### config.mk
export PLATFORM = sky130hd
export DESIGN_NAME = vu_meter_peak_hold_unit
export DESIGN_NICKNAME = d
export VERILOG_FILES = /design/src/rtl/vmph_pkg.sv /design/src/rtl/vu_meter_peak_hold_unit.sv /design/src/rtl/vmph_ctrl.sv /design/src/rtl/vmph_dp.sv
export SDC_FILE = /design/constraint.sdc
export NUM_CORES = 2
export LEC_CHECK = 0
export ABC_CLOCK_PERIOD_IN_PS = 14900
export BUFFER_PORTS_ARGS = -buffer_cell sky130_fd_sc_hd__buf_2
export CORE_MARGIN = 5
export CORE_UTILIZATION = 40
export CTS_BUF_LIST = sky130_fd_sc_hd__clkbuf_2
export DETAILED_ROUTE_END_ITERATION = 16
export HOLD_SLACK_MARGIN = 0.1
export SYNTH_ARGS = -nofsm -noshare
export SYNTH_HDL_FRONTEND = slang
export SYNTH_SLANG_ARGS = --single-unit
### constraint.sdc
create_clock -name clk_i -period 14.9 [get_ports clk_i]
set_clock_uncertainty 0.15 [all_clocks]
set_input_delay 1.49 -clock clk_i [delete_from_list [all_inputs] [get_ports clk_i]]
set_output_delay 1.49 -clock clk_i [all_outputs]
set_load 0.03 [all_outputs]
### src/rtl/vmph_pkg.sv
// Package for the VU meter peak hold unit: register codes, configuration and
// command structs, and fixed point helpers. No dependencies.
`default_nettype none

package vmph_pkg;

  localparam int unsigned BAND_INPUTS    = 6;
  localparam int unsigned BANDS_USED_DEF = 6;
  localparam int unsigned CFG_IDX_W      = 3;
  localparam int unsigned CFG_DATA_W     = 16;

  // Reciprocal multipliers. Each one is exact over the value range it sees.
  localparam logic [12:0] DIV100_MUL = 13'd5243;   // x/100, x < 43690
  localparam int unsigned DIV100_SH  = 19;
  localparam logic [15:0] DIV425_MUL = 16'd39477;  // x/425, x < 32961
  localparam int unsigned DIV425_SH  = 24;
  localparam logic [14:0] DIV61_MUL  = 15'd17190;  // x/61, x < 74898
  localparam int unsigned DIV61_SH   = 20;
  localparam logic [13:0] DIV72_MUL  = 14'd14564;  // x/72, x < 32768
  localparam int unsigned DIV72_SH   = 20;

  typedef enum logic [CFG_IDX_W-1:0] {
    REG_LEFT_BAR_MAX  = 3'd0,
    REG_RIGHT_BAR_MAX = 3'd1,
    REG_HOLD_MS       = 3'd2,
    REG_PULSE_GAP_MS  = 3'd3,
    REG_PULSE_MIN_LEN = 3'd4,
    REG_CLEAR_MS      = 3'd5,
    REG_FADE_MS       = 3'd6
  } reg_idx_e;

  typedef enum logic [1:0] {
    FADE_NONE  = 2'd0,
    FADE_DIM   = 2'd1,
    FADE_CLEAR = 2'd2
  } fade_e;

  typedef struct packed {
    logic [6:0]  left_bar_max;
    logic [6:0]  right_bar_max;
    logic [15:0] hold_ms;
    logic [15:0] pulse_gap_ms;
    logic [6:0]  pulse_min_len;
    logic [15:0] clear_ms;
    logic [15:0] fade_ms;
  } cfg_t;

  typedef struct packed {
    logic load;
    logic band_en;
    logic len_en;
    logic peak_en;
    logic out_load;
  } cmd_t;

  // len*112/61 + 40, saturated at 255.
  function automatic logic [7:0] bright_of(input logic [6:0] len);
    logic [13:0] z;
    logic [28:0] p;
    logic [8:0]  b;
    z = 14'(len) * 14'd112;
    p = 29'(z) * 29'(DIV61_MUL);
    b = 9'(p[DIV61_SH +: 8]) + 9'd40;
    return (b > 9'd255) ? 8'd255 : b[7:0];
  endfunction

endpackage

`default_nettype wire

### src/rtl/vu_meter_peak_hold_unit.sv
// Top level of the VU meter peak hold unit: configuration registers, the
// sequencer and the datapath. Depends on vmph_pkg, vmph_ctrl and vmph_dp.
//
//   channel  direction  handshake                    payload
//   input    in         in_valid_i / in_stall_o      channel, level_band0..5, now_ms
//   output   out        out_valid_o / out_stall_i    fade_mode .. pulse
//   config   in         cfg_we_i                     cfg_idx_i, cfg_wdata_i
//
// One request at a time: it is accepted in the idle state, then the shared
// smoothing unit takes one band per cycle, followed by the length, peak and
// brightness states; brightness waits while the output register is held.
// A result waiting on out_stall_i does not block acceptance; only loading the
// next result waits for the output register to empty.
// Reset is asynchronous, active low, and sets all tracking state to zero.
`default_nettype none

module vu_meter_peak_hold_unit import vmph_pkg::*; #(
  parameter int unsigned BANDS_USED = BANDS_USED_DEF
) (
  input  wire logic                  clk_i,
  input  wire logic                  rst_ni,
  input  wire logic                  cfg_we_i,
  input  wire logic [CFG_IDX_W-1:0]  cfg_idx_i,
  input  wire logic [CFG_DATA_W-1:0] cfg_wdata_i,
  input  wire logic                  in_valid_i,
  output      logic                  in_stall_o,
  input  wire logic                  channel_i,
  input  wire logic [7:0]            level_band0_i,
  input  wire logic [7:0]            level_band1_i,
  input  wire logic [7:0]            level_band2_i,
  input  wire logic [7:0]            level_band3_i,
  input  wire logic [7:0]            level_band4_i,
  input  wire logic [7:0]            level_band5_i,
  input  wire logic [31:0]           now_ms_i,
  output      logic                  out_valid_o,
  input  wire logic                  out_stall_i,
  output      logic [1:0]            fade_mode_o,
  output      logic [6:0]            bar_length_o,
  output      logic [6:0]            peak_length_o,
  output      logic [7:0]            bar_bright_o,
  output      logic [7:0]            peak_bright_o,
  output      logic signed [7:0]     master_position_o,
  output      logic [7:0]            master_bright_o,
  output      logic                  pulse_o
);

  localparam int unsigned NBANDS = (BANDS_USED > BAND_INPUTS) ? BAND_INPUTS : BANDS_USED;
  localparam int unsigned BIDX_W = $clog2(NBANDS);

  cfg_t              cfg_q;
  cmd_t              cmd;
  logic [BIDX_W-1:0] band;
  logic [7:0]        lvl [BAND_INPUTS];

  assign lvl[0] = level_band0_i;
  assign lvl[1] = level_band1_i;
  assign lvl[2] = level_band2_i;
  assign lvl[3] = level_band3_i;
  assign lvl[4] = level_band4_i;
  assign lvl[5] = level_band5_i;

  always_ff @(posedge clk_i or negedge rst_ni) begin
    if (!rst_ni) begin
      cfg_q.left_bar_max  <= 7'd61;
      cfg_q.right_bar_max <= 7'd71;
      cfg_q.hold_ms       <= 16'd200;
      cfg_q.pulse_gap_ms  <= 16'd300;
      cfg_q.pulse_min_len <= 7'd30;
      cfg_q.clear_ms      <= 16'd40;
      cfg_q.fade_ms       <= 16'd30;
    end else if (cfg_we_i) begin
      unique case (cfg_idx_i)
        REG_LEFT_BAR_MAX:  cfg_q.left_bar_max  <= cfg_wdata_i[6:0];
        REG_RIGHT_BAR_MAX: cfg_q.right_bar_max <= cfg_wdata_i[6:0];
        REG_HOLD_MS:       cfg_q.hold_ms       <= cfg_wdata_i;
        REG_PULSE_GAP_MS:  cfg_q.pulse_gap_ms  <= cfg_wdata_i;
        REG_PULSE_MIN_LEN: cfg_q.pulse_min_len <= cfg_wdata_i[6:0];
        REG_CLEAR_MS:      cfg_q.clear_ms      <= cfg_wdata_i;
        REG_FADE_MS:       cfg_q.fade_ms       <= cfg_wdata_i;
        default: ;
      endcase
    end
  end

  vmph_ctrl #(
    .NBANDS(NBANDS)
  ) u_ctrl (
    .clk_i      (clk_i),
    .rst_ni     (rst_ni),
    .in_valid_i (in_valid_i),
    .in_stall_o (in_stall_o),
    .out_valid_o(out_valid_o),
    .out_stall_i(out_stall_i),
    .cmd_o      (cmd),
    .band_o     (band)
  );

  vmph_dp #(
    .NBANDS(NBANDS)
  ) u_dp (
    .clk_i            (clk_i),
    .rst_ni           (rst_ni),
    .cmd_i            (cmd),
    .band_i           (band),
    .cfg_i            (cfg_q),
    .channel_i        (channel_i),
    .lvl_i            (lvl),
    .now_ms_i         (now_ms_i),
    .fade_mode_o      (fade_mode_o),
    .bar_length_o     (bar_length_o),
    .peak_length_o    (peak_length_o),
    .bar_bright_o     (bar_bright_o),
    .peak_bright_o    (peak_bright_o),
    .master_position_o(master_position_o),
    .master_bright_o  (master_bright_o),
    .pulse_o          (pulse_o)
  );

endmodule

`default_nettype wire

### src/rtl/vmph_ctrl.sv
// Sequencer for the VU meter peak hold unit: steps one request through the
// band, length, peak and brightness phases. Depends on vmph_pkg.
`default_nettype none

module vmph_ctrl import vmph_pkg::*; #(
  parameter  int unsigned NBANDS = BANDS_USED_DEF,
  localparam int unsigned BIDX_W = $clog2(NBANDS)
) (
  input  wire logic              clk_i,
  input  wire logic              rst_ni,
  input  wire logic              in_valid_i,
  output      logic              in_stall_o,
  output      logic              out_valid_o,
  input  wire logic              out_stall_i,
  output      cmd_t              cmd_o,
  output      logic [BIDX_W-1:0] band_o
);

  typedef enum logic [2:0] {
    S_IDLE,
    S_BAND,
    S_LEN,
    S_PEAK,
    S_BRIGHT
  } state_e;

  state_e            state_q;
  logic [BIDX_W-1:0] band_q;
  logic              out_valid_q;
  logic              band_last;
  logic              out_free;

  assign band_last = (band_q == BIDX_W'(NBANDS - 1));
  assign out_free  = !out_valid_q || !out_stall_i;

  always_comb begin
    cmd_o          = '0;
    cmd_o.load     = (state_q == S_IDLE) && in_valid_i;
    cmd_o.band_en  = (state_q == S_BAND);
    cmd_o.len_en   = (state_q == S_LEN);
    cmd_o.peak_en  = (state_q == S_PEAK);
    cmd_o.out_load = (state_q == S_BRIGHT) && out_free;
  end

  assign in_stall_o  = (state_q != S_IDLE);
  assign out_valid_o = out_valid_q;
  assign band_o      = band_q;

  always_ff @(posedge clk_i or negedge rst_ni) begin
    if (!rst_ni) begin
      state_q     <= S_IDLE;
      band_q      <= '0;
      out_valid_q <= 1'b0;
    end else begin
      unique case (state_q)
        S_IDLE: begin
          if (in_valid_i) begin
            state_q <= S_BAND;
            band_q  <= '0;
          end
        end
        S_BAND: begin
          if (band_last) begin
            state_q <= S_LEN;
          end else begin
            band_q <= band_q + 1'b1;
          end
        end
        S_LEN:  state_q <= S_PEAK;
        S_PEAK: state_q <= S_BRIGHT;
        S_BRIGHT: begin
          if (out_free) begin
            state_q <= S_IDLE;
          end
        end
        default: state_q <= S_IDLE;
      endcase

      // A new result replaces one that is being taken in the same cycle.
      if (cmd_o.out_load) begin
        out_valid_q <= 1'b1;
      end else if (!out_stall_i) begin
        out_valid_q <= 1'b0;
      end
    end
  end

  a_no_overwrite: assert property (@(posedge clk_i) disable iff (!rst_ni)
    cmd_o.out_load |-> !(out_valid_q && out_stall_i))
    else $error("pending result overwritten");

  a_accept_starts_bands: assert property (@(posedge clk_i) disable iff (!rst_ni)
    (in_valid_i && !in_stall_o) |=> (state_q == S_BAND && band_q == '0))
    else $error("accepted request did not start at band zero");

  a_bands_then_len: assert property (@(posedge clk_i) disable iff (!rst_ni)
    (state_q == S_BAND && band_last) |=> (state_q == S_LEN))
    else $error("band sweep did not end in the length phase");

  a_load_sets_valid: assert property (@(posedge clk_i) disable iff (!rst_ni)
    cmd_o.out_load |=> out_valid_o)
    else $error("loaded result not shown as valid");

endmodule

`default_nettype wire

### src/rtl/vmph_dp.sv
// Datapath for the VU meter peak hold unit: band smoothing, bar scaling, peak
// hold and pulse tracking, brightness and output registers. Depends on vmph_pkg.
`default_nettype none

module vmph_dp import vmph_pkg::*; #(
  parameter  int unsigned NBANDS = BANDS_USED_DEF,
  localparam int unsigned BIDX_W = $clog2(NBANDS),
  localparam int unsigned SUM_W  = $clog2((NBANDS - 1) * 255 + 1)
) (
  input  wire logic              clk_i,
  input  wire logic              rst_ni,
  input  wire cmd_t              cmd_i,
  input  wire logic [BIDX_W-1:0] band_i,
  input  wire cfg_t              cfg_i,
  input  wire logic              channel_i,
  input  wire logic [7:0]        lvl_i [BAND_INPUTS],
  input  wire logic [31:0]       now_ms_i,
  output      logic [1:0]        fade_mode_o,
  output      logic [6:0]        bar_length_o,
  output      logic [6:0]        peak_length_o,
  output      logic [7:0]        bar_bright_o,
  output      logic [7:0]        peak_bright_o,
  output      logic signed [7:0] master_position_o,
  output      logic [7:0]        master_bright_o,
  output      logic              pulse_o
);

  // Tracking state.
  logic [7:0]  smooth_q [2][NBANDS];
  logic [6:0]  held_q   [2];
  logic [31:0] pkstamp_q[2];
  logic [31:0] pstamp_q [2];
  logic        phase_q;

  // Captured request and working registers.
  logic             ch_q;
  logic [7:0]       lvl_q [NBANDS];
  logic [31:0]      now_q;
  logic [7:0]       s0_q;
  logic [SUM_W-1:0] sum_q;
  logic [14:0]      prod_q;
  logic [6:0]       pos1_q;
  logic [6:0]       len_q;
  logic [6:0]       peak_q;
  logic             pulse_q;
  fade_e            fade_q;
  logic [7:0]       mpos_q;
  logic [7:0]       mbright_q;

  // Band smoothing: (92*s + 8*l) / 100.
  logic [7:0]  s_cur;
  logic [7:0]  l_cur;
  logic [14:0] mix;
  logic [27:0] mix_p;
  logic [7:0]  s_new;

  assign s_cur = smooth_q[ch_q][band_i];
  assign l_cur = lvl_q[band_i];
  assign mix   = 15'(s_cur) * 15'd92 + 15'(l_cur) * 15'd8;
  assign mix_p = 28'(mix) * 28'(DIV100_MUL);
  assign s_new = mix_p[DIV100_SH +: 8];

  // Bar length and master position.
  logic [6:0]  bar_max;
  logic [15:0] pos_y;
  logic [31:0] pos_p;

  assign bar_max = ch_q ? cfg_i.right_bar_max : cfg_i.left_bar_max;
  assign pos_y   = 16'(sum_q) * 16'd24;
  assign pos_p   = 32'(pos_y) * 32'(DIV425_MUL);

  // prod/255 by a reciprocal estimate that is at most one low.
  logic [23:0] len_a;
  logic [6:0]  len_q0;
  logic [14:0] len_r;
  logic [6:0]  len;

  assign len_a  = 24'(prod_q) * 24'd257;
  assign len_q0 = len_a[16 +: 7];
  assign len_r  = prod_q - 15'(len_q0) * 15'd255;
  assign len    = (len_r >= 15'd255) ? len_q0 + 7'd1 : len_q0;

  // Peak hold, pulse and fade.
  logic [6:0]  held_cur;
  logic        rise;
  logic        pulse;
  logic [6:0]  peak;
  logic        phase_nxt;
  logic        decay;
  logic [31:0] d_pulse;
  logic [31:0] d_peak;
  logic [31:0] d0;
  logic [31:0] d1;
  fade_e       fade;

  assign held_cur  = held_q[ch_q];
  assign d_pulse   = now_q - pstamp_q[ch_q];
  assign d_peak    = now_q - pkstamp_q[ch_q];
  assign rise      = len > held_cur;
  assign pulse     = rise && (d_pulse > 32'(cfg_i.pulse_gap_ms)) && (len > cfg_i.pulse_min_len);
  assign peak      = rise ? len : held_cur;
  assign phase_nxt = phase_q ^ !ch_q;
  // When the peak rises this frame its stamp is now, so it cannot decay yet.
  assign decay     = !phase_nxt && !rise && (held_cur != 7'd0)
                     && (d_peak > 32'(cfg_i.hold_ms));
  assign d0        = now_q - pstamp_q[0];
  assign d1        = now_q - pstamp_q[1];

  always_comb begin
    fade = FADE_NONE;
    if (!ch_q) begin
      if (d0 > 32'(cfg_i.clear_ms) && d1 > 32'(cfg_i.clear_ms)) begin
        fade = FADE_CLEAR;
      end else if (d0 > 32'(cfg_i.fade_ms) && d1 > 32'(cfg_i.fade_ms)) begin
        fade = FADE_DIM;
      end
    end
  end

  // Master brightness: pos1*255/72.
  logic [14:0] mb_z;
  logic [28:0] mb_p;

  assign mb_z = 15'(pos1_q) * 15'd255;
  assign mb_p = 29'(mb_z) * 29'(DIV72_MUL);

  always_ff @(posedge clk_i or negedge rst_ni) begin
    if (!rst_ni) begin
      for (int c = 0; c < 2; c++) begin
        for (int b = 0; b < NBANDS; b++) begin
          smooth_q[c][b] <= '0;
        end
        held_q[c]    <= '0;
        pkstamp_q[c] <= '0;
        pstamp_q[c]  <= '0;
      end
      phase_q <= 1'b0;
    end else begin
      if (cmd_i.band_en) begin
        smooth_q[ch_q][band_i] <= s_new;
      end
      if (cmd_i.peak_en) begin
        phase_q      <= phase_nxt;
        held_q[ch_q] <= peak - 7'(decay);
        if (rise) begin
          pkstamp_q[ch_q] <= now_q;
        end
        if (pulse) begin
          pstamp_q[ch_q] <= now_q;
        end
      end
    end
  end

  always_ff @(posedge clk_i) begin
    if (cmd_i.load) begin
      ch_q  <= channel_i;
      now_q <= now_ms_i;
      for (int b = 0; b < NBANDS; b++) begin
        lvl_q[b] <= lvl_i[b];
      end
      sum_q <= '0;
    end
    if (cmd_i.band_en) begin
      if (band_i == '0) begin
        s0_q <= s_new;
      end else begin
        sum_q <= sum_q + SUM_W'(s_new);
      end
    end
    if (cmd_i.len_en) begin
      prod_q <= 15'(s0_q) * 15'(bar_max);
      pos1_q <= pos_p[DIV425_SH +: 7];
    end
    if (cmd_i.peak_en) begin
      len_q     <= len;
      peak_q    <= peak;
      pulse_q   <= pulse;
      fade_q    <= fade;
      mpos_q    <= 8'(pos1_q) - 8'd1;
      mbright_q <= mb_p[DIV72_SH +: 8];
    end
    if (cmd_i.out_load) begin
      fade_mode_o       <= fade_q;
      bar_length_o      <= len_q;
      peak_length_o     <= peak_q;
      bar_bright_o      <= bright_of(len_q);
      peak_bright_o     <= bright_of(peak_q);
      master_position_o <= mpos_q;
      master_bright_o   <= mbright_q;
      pulse_o           <= pulse_q;
    end
  end

endmodule

`default_nettype wire

=== Word-level counts from Yosys, hierarchy flattened ===
Memory sizes are Yosys's and may differ from the RTL's.
Cells that the tools add are included.

* Bits in registers: 487
* Memory bits (writable): 48
* Bits of input ports: 105
* Output and inout bits: 51
* Word-level logic and storage cells: 193
* Memories kept: 1

{| class="wikitable"
|+ Memories
! memory !! depth !! bits a word !! read ports !! clocked after memory_dff !! write ports !! RTL line !! text
|-
| u_dp.lvl_q || 6 || 8 || 1 || 0 || 6 || vmph_dp.sv:37 || <nowiki>logic [7:0] lvl_q [NBANDS];</nowiki>
|}

* Add/sub/neg operators: 13
* $mul: 13
* $lt $le $gt $ge: 15
* Equality and inequality tests: 16
* Muxes and demuxes: 46
* Bitwise operators: 3
* Reduce and logical (&&, ||, !) cells: 36

{| class="wikitable"
|+ Operators by type and width
! kind !! count
|-
| $mux 32 || 7
|-
| $gt 32x16->1 || 6
|-
| $mux 48 || 4
|-
| $bwmux 64 || 2
|-
| $sub 32x32->32 || 4
|-
| $bwmux 96 || 1
|-
| $mux 7 || 7
|-
| $demux 48 s1 || 1
|-
| $mul 10x14->23 const B || 2
|-
| $mux 11 || 3
|-
| $demux 32 s1 || 1
|-
| $mul 7x8->15 const B || 2
|-
| $mul 13x16->28 const B || 1
|-
| $mul 15x13->27 const B || 1
|-
| $mul 15x12->26 const B || 1
|-
| $bmux 8 s3 || 1
|-
| $demux 8 s3 || 1
|-
| $mux 8 || 3
|-
| $mul 15x9->23 const B || 1
|-
| $mul 7x3->10 const B || 2
|-
| $reduce_and 2->1 || 10
|-
| $add 8x6->9 const B || 2
|-
| $gt 9x8->1 const B || 2
|-
| $add 15x11->15 || 1
|-
| other kinds (39) || 76
|}

=== Longest topological paths before layout ===
* Depth in word-level cells: 13
* Mapped depth: 57
* Gate-level depth less buffers: 53

=== Hierarchy ===
A second synthesis with hierarchy kept.

* Cells, all modules: 4,855
* Area total of the unflattened synthesis: 51,119.0 um^2

{| class="wikitable"
|+ Modules (own cells, without submodules)
! module !! instances !! cells each !! area an instance (um^2) !! sequential area each (um^2)
|-
| vmph_dp || 1 || 4,624 || 47,335.4 || 11,996.5
|-
| vu_meter_peak_hold_unit || 1 || 188 || 3,378.2 || 2,159.6
|-
| vmph_ctrl || 1 || 43 || 405.4 || 175.2
|}

=== Worst setup path after synthesis ===
No wires, ideal clock.

* Path kind: register -> register
* From: register u_dp.ch_q
* To: register u_dp.sum_q[9]
* Setup time: 74 ps
* Data arrival time: 12,126 ps
* Data required time: 14,676 ps
* Setup slack: 2,550 ps
* Cell stages (with the launch flop): 54
* Buffers on the path: 5
* Clock period less this slack: 12,350 ps
* Path through: edfxtp_1 clkbuf_1 buf_1 clkbuf_1 clkbuf_1 clkbuf_1 mux2i_1 o221ai_1 ha_1 inv_1 fa_1 fa_1 inv_1 ha_1 o21ai_0 a21oi_1 nor2_1 ha_1 [... 18 more ...] a2111oi_0 o21ai_0 a31oi_1 o21bai_1 a21oi_1 xnor2_1 inv_1 ha_1 a21oi_1 o21bai_1 a21oi_1 o21bai_1 a21oi_1 nor2b_1 o211a_1 o21ai_0 nand2_1 o21ai_0

* Longest elaborated chain between the ends: 13

{| class="wikitable"
|+ RTL lines
! item !! RTL line !! text
|-
| start: declaration || vmph_dp.sv:36 || <nowiki>logic ch_q;</nowiki>
|-
| start signal: assignment || vmph_dp.sv:157 || <nowiki>ch_q <= channel_i;</nowiki>
|-
| $not 1->2 (not written as such) || vmph_dp.sv:57 || <nowiki>assign s_cur = smooth_q[ch_q][band_i];</nowiki>
|-
| $mux 48 (not written as such) (3 in series) || vmph_dp.sv:57 ||
|-
| $bmux 8 s3 || vmph_dp.sv:57 ||
|-
| $mux 8 (not written as such) (2 in series) || vmph_dp.sv:57 ||
|-
| $mul 8x5->13 || vmph_dp.sv:59 || <nowiki>assign mix = 15'(s_cur) * 15'd92 + 15'(l_cur) * 15'd8;</nowiki>
|-
| $add 15x11->15 || vmph_dp.sv:59 ||
|-
| $mul 15x13->27 || vmph_dp.sv:60 || <nowiki>assign mix_p = 28'(mix) * 28'(DIV100_MUL);</nowiki>
|-
| via u_dp.mix_p[21] || vmph_dp.sv:54 || <nowiki>logic [27:0] mix_p;</nowiki>
|-
| $add 11x8->11 || vmph_dp.sv:168 || <nowiki>sum_q <= sum_q + SUM_W'(s_new);</nowiki>
|-
| $mux 11 || vmph_dp.sv:165 || <nowiki>if (band_i == '0) begin</nowiki>
|-
| $mux 11 || vmph_dp.sv:164 || <nowiki>if (cmd_i.band_en) begin</nowiki>
|-
| end signal: assignment || vmph_dp.sv:168 ||
|-
| end: declaration || vmph_dp.sv:40 || <nowiki>logic [SUM_W-1:0] sum_q;</nowiki>
|}

The timed path passes the listed nets, and every way through them passes these cells. The select of a mux whose other input is x is not followed.
A chain may end at the register's enable or synchronous reset.

=== Worst setup path in the final report ===
Ends and elaborated chain as after synthesis.

==> qor.csv <==
stage,metric,value,unit
status,outcome,"finished, final reports clean",
synth,yosysWarnings,0,
min_path,hp-class,reg2reg,
sta,slew_viol_final,0,
sta,period_minus_slack,13.54,ns
floorplan,fp-row-count,131,
global_route,grt-ovfl-total,0,
sta,grt_setup_unrepaired,no,
placement,place_congestion,0.880,
finish,drive_above_1_share,13.8,%
routing,drc_errors,0,
setup_path,slowest_stage,buf_4,
finish,final_common_cell,ha_1,
sta,finalCritPeriodShare,90.9,%
setup_path,path_max_fanout,43,
finish,layout_common_cells,"ha_1, inv_1, dfrtp_1",
placement,placed_cells,6785,
job,cap_violations,0,
cts,cts_buffer_depth,3,
routing,dr.first_iter.drc_count,1909,
cts,post_cts_resized,0,
synth,syn_nets,6259,
sta,setup_viol,0,
setup_path,cpPeakStageDelay,0.73,ns
global_route,antenna_found_initial,8,
cts,clkLatencyLatePin,1.51,ns
synth,synth_area,51400,sq um
global_route,grtUsageTotal,18.7,%
global_route,grt_max_degree,160,
routing,drt-total-wl,126,mm
synth,post_synth.cell_area_avg,10.2,sq um
finish,nFillCells,12100,
setup_path,endpoint_kind,register,
finish,final_cells,7172,
routing,via_per_inst,5.26,
sta,hold_violations,0,
synth,synth_cells,5027,
sta,finalSetupTns,0,ns
synth,synth-edff-count,193,
cts,cts_max_level,4,
floorplan,core_area,128000,sq um
finish,final_nets,6608,
finish,syn_to_final_growth,10.4,%
synth,ys.flop_type,dfrtp_1,
global_route,grt_pass1_vias,38700,
floorplan,die_h,369,um
setup_path,start_kind,register,
synth,yosysSeqAreaShare,27.9,%
sta,relSlewSlack,16.0,%
placement,dp_hpwl,99.3,mm
cts,cts.sinks,535,
setup_path,timing.critical_path.mode_cell,inv_1,
cts,cts_root_buffer,clkbuf_2,
routing,ant_nets,0,
cts,cts_inserted_buffers,152,
routing,first_pass_iters,5,
sta,max_freq,73.8,MHz
routing,wl_per_cell,17.6,um
setup_path,critPathKind,reg2reg,
synth,ys_seq_elements,535,
routing,vias,37700,
cts,clk_pin_slew_worst_paths,0.10,ns
setup_path,rrSetupSlack,1.36,ns
floorplan,io_pins,156,
setup_path,required,16.04,ns
min_path,min_from,u_dp.mbright_q[4],
floorplan,dieWidth,369,um
synth,synthArstFlopShare,61.9,%
placement,portBuffers,155,
synth,yosysUniqueCellTypes,92,
setup_path,crit_start,u_dp.ch_q,
sta,tightest_slew,1.23,ns
setup_path,critPathArrivalTime,14.69,ns
floorplan,die_area,136000,sq um
setup_path,rr_startpoint,u_dp.ch_q,
global_route,grt_pass1_wl,206,mm
cts,cts_tree,yes,
floorplan,initial_utilization,40.3,%
state kept, by name (all words and copies together), names as in the netlist, 8 cells and up:
register and flops:
cfg_q 85, u_dp.bar_bright_o 8, u_dp.held_q 14, u_dp.lvl_q 48, u_dp.master_bright_o 8, u_dp.master_position_o 8
u_dp.mbright_q 8, u_dp.mpos_q 8, u_dp.now_q 32, u_dp.peak_bright_o 8, u_dp.pkstamp_q 64, u_dp.prod_q 15
u_dp.pstamp_q 64, u_dp.s0_q 8, u_dp.smooth_q 96, u_dp.sum_q 11
per-stage QoR:
stage | utilization [%] | instance area [sq um] | hold slack [ns] | worst slack [ns]
after floorplan | - | 51400 | 0.250 | 2.55
after global placement | 42.5 | 54200 | 0.252 | 1.74
after detailed placement | 42.5 | 54300 | 0.255 | 1.60
after CTS | 44.4 | 56700 | 0.110 | 1.35
after global routing | 44.4 | 56700 | 0.248 | 0.309
final | 44.4 | 56700 | 0.262 | 1.36
worst max-delay path, delay by kind of cell, from the launching register on:
kind / cells / cell delay [ns]
multiplexers: 1 / 0.26
flip-flops: 1 / 0.68
buffers and inverters: 11 / 1.60
XOR/XNOR: 3 / 1.12
adder cells (fa/ha/maj): 12 / 5.03
AO/OA/AOI/OAI: 17 / 3.49
AND/OR/NAND/NOR: 7 / 1.01
Yosys cell counts (all sizes together), types with 36 or more instances:
master / count / share of area [%]
o21ai: 208 / 2.0
nor3: 55 / 0.54
fa: 286 / 11
inv: 770 / 5.6
nor2b: 59 / 0.72
xnor2: 171 / 2.9
a21oi: 252 / 2.5
dfrtp: 305 / 15
nand2b: 40 / 0.49
xor2: 71 / 1.2
a21o: 143 / 2.1
and3: 36 / 0.44
nor2: 193 / 1.4
nand3: 62 / 0.60
clkbuf: 76 / 0.55
ha: 841 / 20
mux2i: 117 / 2.3
nand2: 252 / 1.8
mux2: 277 / 6.1
nand4: 46 / 0.56
o21a: 65 / 0.95
edfxtp: 193 / 11
o21bai: 43 / 0.63
cells by family (layout without fill, tap and decap cells):
group           after synthesis  after routing  share of synthesized area [%]
flops                       535            535                           27.9
other cells                   0              9                              0
mux                         416            416                           9.31
buf+inv                     867           1341                           6.36
xor+xnor                    242            242                           4.12
simple gates                877            877                           8.51
fa+ha+maj                  1127           1127                           31.6
compound gates              963            963                           12.2
worst paths after layout:
path | depth (start not counted) | end
max in group asynchronous | 4 | u_dp.pkstamp_q[52]
max reg2reg | 51 | u_dp.sum_q[9]
min | 0 | u_dp.master_bright_o[4]
max | 51 | u_dp.sum_q[9]
min reg2reg | 0 | u_dp.master_bright_o[4]
min in group asynchronous | 2 | u_dp.pstamp_q[44]
per-layer routing:
metal	part of all wire, %	GRT usage, %	wire length [um]	vias to the layer above
li1	-	-	-	18400
met1	47	25.9	59800	18300
met2	46	30.3	57700	807
met3	4.9	3.56	6220	174
met4	2.0	4.58	2510	6
met5	0.034	0	43	-
area by class of cell:
| type | count | area [sq um] | area share, % |
|---|---|---|---|
| antenna | 9 | 22.5 | 0.0397 |
| sequential | 535 | 14300 | 25.3 |
| timing repair buffer | 291 | 2070 | 3.64 |
| tap | 1662 | 2080 | 3.66 |
| clock buffer | 239 | 1200 | 2.11 |
| clock inverter | 40 | 288 | 0.507 |
| inverter | 771 | 2900 | 5.10 |
| multi-input combinational | 3625 | 33900 | 59.7 |
what timing repair did:
action                                  4_1_cts  5_1_grt
hold buffers                                 99        0
hold endpoints to repair                    215        0
buffers inserted                              0        0
endpoints found under the setup margin        0        0
Power is not shown: default switching activity piles up to over one toggle a cycle in this logic, so the estimate is an artifact.
